$ cat config.mk
export PLATFORM = sky130hd
export DESIGN_NAME = ffha_ctrl
export DESIGN_NICKNAME = d
export VERILOG_FILES = /design/src/rtl/core/ffha_pkg.sv /design/src/rtl/core/ffha_ctrl.sv
export SDC_FILE = /design/constraint.sdc
export NUM_CORES = 1
export LEC_CHECK = 0
export ABC_AREA = 1
export BUFFER_PORTS_ARGS = -buffer_cell sky130_fd_sc_hd__buf_2
export CAP_MARGIN = 20
export CORE_UTILIZATION = 47
export DETAILED_ROUTE_END_ITERATION = 10
export GPL_TIMING_DRIVEN = 0
export HOLD_SLACK_MARGIN = 0.06
export PLACE_DENSITY_LB_ADDON = 0.2
export RECOVER_POWER = 50
export SYNTH_ARGS = -nofsm -noshare
export SYNTH_HDL_FRONTEND = slang
export SYNTH_SLANG_ARGS = --single-unit
$ cat constraint.sdc
create_clock -name clk -period 2.2 [get_ports clk]
set_input_delay 0.22 -clock clk [delete_from_list [all_inputs] [get_ports clk]]
set_output_delay 0.22 -clock clk [all_outputs]
set_load 0.1 [all_outputs]
$ cat src/rtl/core/ffha_pkg.sv
// shared types and constants of the first-fit heap allocator
package ffha_pkg;

	// field widths of the request and response words
	localparam int FUNC_W      = 1;
	localparam int REQ_BYTES_W = 21;
	localparam int ADDR_W      = 20;
	localparam int STATUS_W    = 3;
	localparam int MAX_PAGES_W = 9;

	// heap geometry
	localparam int GRAN_SHIFT    = 4;
	localparam int GRAN_BYTES    = 16;
	localparam int PAGE_SHIFT    = 8;
	localparam int PAGE_GRANULES = 256;

	// request size in granules, and the page-rounded growth amount
	localparam int NEED_W = REQ_BYTES_W - GRAN_SHIFT + 1;
	localparam int EXT_W  = NEED_W + 1;

	// configuration register map
	localparam int          PADDR_W         = 3;
	localparam int          PDATA_W         = 32;
	localparam logic        REG_MAX_PAGES   = 1'b0;
	localparam logic [8:0]  MAX_PAGES_RESET = 9'd256;

	// function codes
	localparam logic FUNC_ALLOC = 1'b0;

	// response status codes
	localparam logic [STATUS_W-1:0] ST_ALLOC   = 3'd0;
	localparam logic [STATUS_W-1:0] ST_FREED   = 3'd1;
	localparam logic [STATUS_W-1:0] ST_ZERO    = 3'd2;
	localparam logic [STATUS_W-1:0] ST_OOM     = 3'd3;
	localparam logic [STATUS_W-1:0] ST_IGNORED = 3'd4;

	// walk-and-grow passes per allocate
	localparam logic [1:0] PASS_LAST = 2'd2;

	typedef struct packed {
		logic [FUNC_W-1:0]      func;
		logic [REQ_BYTES_W-1:0] req_bytes;
		logic [ADDR_W-1:0]      free_addr;
	} req_t;

	typedef struct packed {
		logic [ADDR_W-1:0]   payload_addr;
		logic [STATUS_W-1:0] status;
	} rsp_t;

	typedef enum logic [3:0] {
		S_CLEAR,
		S_IDLE,
		S_DECODE,
		S_GROW0,
		S_WALK_RD,
		S_WALK_CHK,
		S_GROW,
		S_SPLIT,
		S_FREE_RD,
		S_FREE_CHK,
		S_FREE_NXT,
		S_RESULT
	} state_t;

	typedef enum logic {
		RA_B,
		RA_NXT
	} rd_sel_t;

	typedef enum logic [2:0] {
		WR_NONE,
		WR_CLEAR,
		WR_GROW0,
		WR_FIT,
		WR_SPLIT,
		WR_GROW,
		WR_FREE_SELF,
		WR_FREE_MERGE
	} wr_sel_t;

	// controller to datapath
	typedef struct packed {
		logic                in_ready;
		logic                load;
		logic                clr_step;
		logic                b_zero;
		logic                b_to_nxt;
		logic                hdr_latch;
		logic                top_set;
		logic                top_add;
		logic                pass_clr;
		logic                pass_inc;
		logic                st_set;
		logic [STATUS_W-1:0] st;
		logic                out_load;
		rd_sel_t             rd_sel;
		wr_sel_t             wr_sel;
	} ctrl_cmd_t;

	// datapath to controller
	typedef struct packed {
		logic is_alloc;
		logic zero_req;
		logic top_zero;
		logic grow_ok;
		logic free_bad;
		logic rd_valid;
		logic rd_free;
		logic fits;
		logic split;
		logic has_next;
		logic pass_last;
		logic clear_done;
		logic out_busy;
	} dp_stat_t;

endpackage

$ cat src/rtl/core/ffha_ctrl.sv
// sequencing state machine of the heap allocator
module ffha_ctrl (
	input  logic               clk,
	input  logic               arst_n,
	input  logic               req_valid,
	input  ffha_pkg::dp_stat_t stat,
	output ffha_pkg::ctrl_cmd_t cmd
);
	import ffha_pkg::*;

	state_t state_q;
	state_t state_d;

	// state register
	always_ff @(posedge clk or negedge arst_n) begin
		if (!arst_n) begin
			state_q <= S_CLEAR;
		end else begin
			state_q <= state_d;
		end
	end

	// next state
	always_comb begin
		state_d = state_q;
		unique case (state_q)
			S_CLEAR: begin
				if (stat.clear_done) state_d = S_IDLE;
			end
			S_IDLE: begin
				if (req_valid) state_d = S_DECODE;
			end
			S_DECODE: begin
				if (stat.is_alloc) begin
					if (stat.zero_req) state_d = S_RESULT;
					else if (stat.top_zero) state_d = stat.grow_ok ? S_GROW0 : S_RESULT;
					else state_d = S_WALK_RD;
				end else begin
					state_d = stat.free_bad ? S_RESULT : S_FREE_RD;
				end
			end
			S_GROW0:   state_d = S_WALK_RD;
			S_WALK_RD: state_d = S_WALK_CHK;
			S_WALK_CHK: begin
				if (!stat.rd_valid) state_d = S_RESULT;
				else if (stat.fits) state_d = stat.split ? S_SPLIT : S_RESULT;
				else if (!stat.has_next) state_d = S_GROW;
			end
			S_GROW: begin
				if (!stat.grow_ok || stat.pass_last) state_d = S_RESULT;
				else state_d = S_WALK_RD;
			end
			S_SPLIT:   state_d = S_RESULT;
			S_FREE_RD: state_d = S_FREE_CHK;
			S_FREE_CHK: begin
				if (!stat.rd_valid || stat.rd_free) state_d = S_RESULT;
				else if (stat.has_next) state_d = S_FREE_NXT;
				else state_d = S_RESULT;
			end
			S_FREE_NXT: state_d = S_RESULT;
			S_RESULT: begin
				if (!stat.out_busy) state_d = S_IDLE;
			end
			default: state_d = S_IDLE;
		endcase
	end

	// command outputs
	always_comb begin
		cmd.in_ready  = 1'b0;
		cmd.load      = 1'b0;
		cmd.clr_step  = 1'b0;
		cmd.b_zero    = 1'b0;
		cmd.b_to_nxt  = 1'b0;
		cmd.hdr_latch = 1'b0;
		cmd.top_set   = 1'b0;
		cmd.top_add   = 1'b0;
		cmd.pass_clr  = 1'b0;
		cmd.pass_inc  = 1'b0;
		cmd.st_set    = 1'b0;
		cmd.st        = ST_OOM;
		cmd.out_load  = 1'b0;
		cmd.rd_sel    = RA_B;
		cmd.wr_sel    = WR_NONE;
		unique case (state_q)
			S_CLEAR: begin
				cmd.wr_sel   = WR_CLEAR;
				cmd.clr_step = 1'b1;
			end
			S_IDLE: begin
				cmd.in_ready = 1'b1;
				cmd.load     = req_valid;
			end
			S_DECODE: begin
				if (stat.is_alloc) begin
					if (stat.zero_req) begin
						cmd.st_set = 1'b1;
						cmd.st     = ST_ZERO;
					end else if (stat.top_zero && !stat.grow_ok) begin
						cmd.st_set = 1'b1;
						cmd.st     = ST_OOM;
					end else begin
						cmd.b_zero   = 1'b1;
						cmd.pass_clr = 1'b1;
					end
				end else if (stat.free_bad) begin
					cmd.st_set = 1'b1;
					cmd.st     = ST_IGNORED;
				end
			end
			S_GROW0: begin
				cmd.wr_sel  = WR_GROW0;
				cmd.top_set = 1'b1;
			end
			S_WALK_RD: begin
				cmd.rd_sel = RA_B;
			end
			S_WALK_CHK: begin
				cmd.hdr_latch = 1'b1;
				if (!stat.rd_valid) begin
					cmd.st_set = 1'b1;
					cmd.st     = ST_OOM;
				end else if (stat.fits) begin
					cmd.wr_sel = WR_FIT;
					cmd.st_set = 1'b1;
					cmd.st     = ST_ALLOC;
				end else if (stat.has_next) begin
					cmd.rd_sel   = RA_NXT;
					cmd.b_to_nxt = 1'b1;
				end
			end
			S_GROW: begin
				if (!stat.grow_ok) begin
					cmd.st_set = 1'b1;
					cmd.st     = ST_OOM;
				end else begin
					cmd.wr_sel   = WR_GROW;
					cmd.top_add  = 1'b1;
					cmd.pass_inc = 1'b1;
					if (stat.pass_last) begin
						cmd.st_set = 1'b1;
						cmd.st     = ST_OOM;
					end else begin
						cmd.b_zero = 1'b1;
					end
				end
			end
			S_SPLIT: begin
				cmd.wr_sel = WR_SPLIT;
			end
			S_FREE_RD: begin
				cmd.rd_sel = RA_B;
			end
			S_FREE_CHK: begin
				cmd.hdr_latch = 1'b1;
				if (!stat.rd_valid || stat.rd_free) begin
					cmd.st_set = 1'b1;
					cmd.st     = ST_IGNORED;
				end else if (stat.has_next) begin
					cmd.rd_sel = RA_NXT;
				end else begin
					cmd.wr_sel = WR_FREE_SELF;
					cmd.st_set = 1'b1;
					cmd.st     = ST_FREED;
				end
			end
			S_FREE_NXT: begin
				cmd.wr_sel = WR_FREE_MERGE;
				cmd.st_set = 1'b1;
				cmd.st     = ST_FREED;
			end
			S_RESULT: begin
				cmd.out_load = !stat.out_busy;
			end
			default: begin
				cmd.in_ready = 1'b0;
			end
		endcase
	end

endmodule

# Word-level counts from Yosys, hierarchy flattened
# Cells that the tools add are included.
# Widths: inputs -> output; s select.
[word_totals] reg_bits=4 output_inout_bits=19 wordCells=79
[op_classes] eq_ne=15 muxes=53 reduce_logical=10
[ops] operator="$mux 4" count=24
[ops] operator="$pmux 4 s11" count=1
[ops] operator="$pmux 3 s7" count=1
[ops] operator="$mux 1" count=20
[ops] operator="$pmux 4 s5" count=1
[ops] operator="$eq 4x3->1 const B" count=4
[ops] operator="$eq 4x4->1 const B" count=4
[ops] operator="$eq 4x2->1 const B" count=2
[ops] operator="$mux 3" count=2
[ops] operator="$ne 2x2->1 const B" count=3
[ops] operator="$eq 4x1->1 const B" count=1
[ops] operator="$logic_not 4->1" count=1
[ops] operator="$mux 2" count=2
[ops] operator="$ne 4x4->1 const B" count=1
[ops] operator="$pmux 1 s2" count=2
[ops] operator="$reduce_and 4->1" count=1
[ops] operator="$reduce_or 2->1" count=2
[ops] operator="$logic_not 1->1" count=3
[ops] operator="$logic_or 1x1->1" count=2
[ops] operator="$logic_and 1x1->1" count=1

# Longest topological paths before layout
[depth] ltp_word=6 depth_mapped=9

# Worst setup path after synthesis
# OpenSTA, ideal clock, no wires.
[synth_timing] path_type="reg-to-output" start="register state_q[3]" end="output port cmd[15] (netlist bit)" t_arrival_ps=3340 required_ps=1980 setup_slack_ps=-1360 stages_incl_launch_ff=6 n_path_buf=0 cell_sequence="dfrtp_1 > nor2_2 > nand2_1 > nor2_1 > nand2_1 > o21ai_0"
[synth_rtl] element="from (decl)" line="ffha_ctrl.sv:11" text="state_t state_q;"
[synth_rtl] element="from (signal assigned)" line="ffha_ctrl.sv:19" text="state_q <= state_d;"
[synth_rtl] element="to (decl)" line="ffha_ctrl.sv:7" text="output ffha_pkg::ctrl_cmd_t cmd"

==> impl_results.md <==
* Status: finished clean
* Seq/Total Area, Yosys at 0.153
* Synth area leaders: nand2_1 21%, dfrtp_1 15%, inv_1 14%
* CP startpoint kind: flop
* Fin util at 0.712
* Cell taking the most area after synthesis: nand2_1
* GP Congestion at approximately 0.91
* Worst skew pair latency at 0.23 ns
* Vias per cell at 5.28
* Max FFs per register at 4
* Flops & latches, synth at 4
* Largest net degree at the start of global routing at 9
* Routed Antenna Nets at 0
* Core area at about 1300 µm²
* GRT overflow at 0
* Mean Syn Cell Area at between 5 and 6 µm²
* Die width at ~39 µm
* Setup TNS at 0 ns
* Worst Setup End Kind: primary output
* Initial antenna violation count at 0
* Count of different cell masters after synthesis at 17
* Post-Route WL at 1900 µm
* Syn_nets at 142
* Antenna diodes at 0
* Hold path start: stat[1]
* Hold Path Stages at 3
* CP arrival at 1.86 ns
* Top-area cell type share of the netlist area at 0.207
* DR vias at ~950
* Tot GR Track Use at 0.268
* Maximum clock path buffer count at 2
* Fraction of layout cells with a size suffix above 1 at 0.329
* RR Endpoint: state_q[1]$_DFFE_PN0P_
* RSZ-0062 raised after global routing: false
* Commonest cells after routing, fill and taps aside: 35 x nand2_1, 23 x inv_1, 23 x buf_2, 19 x nor2_1, 11 x nand3_1
* Setup Fix Bufs, Post-CTS at 0
* Placed Area at about 900 µm²
* Max_slew headroom at 0.636
* Worst clock skew at ~0.005 ns
* Drc violations at 0
* Clock Sinks at 4
* Commonest non-fill, non-tap cell in the layout: nand2_1
* Largest regs: state_q: 4 flops
* CTS buffer count at 3
* CTS root buf: clkbuf_4
* Htree depth at 1
* Path type of the worst min-delay path: input port to flop
* Iteration-0 DRC Markers at 39
* Drt pass-1 iters at 4
* Period minus WS final at about 2.1 ns
* Max Cap Viol at 0
* Synth Cell Area at 653 µm²
* Worst Path Required at 1.98 ns
* Gate Count Post-Synth at 126
* Fin nets at 182
* PortBufs at 34
* Initial Util at 0.502
* Achievable Freq at around 0.48 GHz
* WL/cell at around 11 µm
* Top reg by flops: state_q
* First-pass GRT wire length at 2840 µm
* CTS clk-pin slew, worst paths at 0.03 ns
* Period utilization at 0.947
* Final Hold Fails at 0
* Worst r2r path cells at 8
* Worst slew pin tran at 0.548 ns
* Vias in the first global route at 710
* Num ports at 35
* Worst-path fanout max at 5
* Slew Limit Fails at 0
* Die height at slightly below 40 µm
* Kind of critical path: flop to primary output
* Warnings, synthesis at 0
* Hold Path Sink: state_q[0]$_DFFE_PN0P_
* Worst r2r src: state_q[0]$_DFFE_PN0P_
* Site Rows at 13
* R2R Setup Slk at 0.78 ns
* P&R area growth vs syn at 41.8%
* Non-Filler Cell Area, Final at roughly 900 µm²
* Setup violations, final at 0
* CTS tree: yes
* Final HPWL DP at roughly 1500 µm
* Die area at 1540 µm²
## through the flow
stage	setup slack (ns)	hold slack (ns)	std cells
after floorplan	-0.337	-0.0756	126
after global placement	0.276	0.0227	175
after detailed placement	0.253	0.0252	175
after CTS	0.0201	0.261	179
after global routing	0.00850	0.277	179
final	0.116	0.262	179
## critical path, cell delays in order, from the launching register on
cell,delay [ns]
dfrtp_1,0.42
inv_1,0.13
nand2_1,0.15
nor2_4,0.17
nand2_1,0.08
or2_1,0.25
o2111ai_2,0.07
clkbuf_4,0.36
## synth_stat cells
master,count
nand2_1,36
inv_1,25
nor2_1,22
nand3_1,11
nand4_1,5
dfrtp_1,4
o21ai_0,4
nor2_2,3
nor2_4,3
nor3_1,3
a21oi_1,2
o2111ai_1,2
o22ai_1,2
buf_4,1
nand2_2,1
nand3b_1,1
or2_1,1
## repair_timing
item,CTS,global route
endpoints found under the hold margin,4,0
hold buffers,1,0
resized for setup,1,5
endpoints found under the setup margin,1,4
## how the worst max path moves through the flow
stage	startpoint	end	slack, ns	depth (start not counted)
floorplan	state_q[1]$_DFFE_PN0P_	cmd[3]	-0.34	5
global placement	state_q[1]$_DFFE_PN0P_	cmd[2]	0.28	7
detailed placement	state_q[1]$_DFFE_PN0P_	cmd[2]	0.25	7
CTS	state_q[1]$_DFFE_PN0P_	cmd[1]	0.02	7
global route	state_q[3]$_DFFE_PN0P_	cmd[5]	0.008	8
finish	state_q[1]$_DFFE_PN0P_	cmd[1]	0.12	7
## kinds of logic after synthesis
logic type             Yosys count  synth area share
and+or+nand+nor                 86             0.600
AOI/OAI and AO/OA               10            0.0920
buffers and inverters           26             0.155
DFF                              4             0.153
## metal layers
layer  up-vias  routed length, µm  share of wire  global-route usage
li1        476                  -              -                   -
met5         -                  0              0                   0
met1       419                862           0.45               0.353
met3         4                126          0.066              0.0795
met2        46                871           0.46               0.429
met4         0                 41          0.022              0.0517
## area by class of cell
type	count	area [µm²]
Multi-Input combinational cell	96	492
Fill cell	123	375
Timing Repair Buffer	35	191
Sequential cell	4	100
Inverter	25	93.8
Clock buffer	3	22.5
Tap cell	15	18.8
Buffer	1	7.51
Power is left out: the tool's default activity adds up to more than one toggle a clock period on the data nets, which glitch-free logic cannot reach.
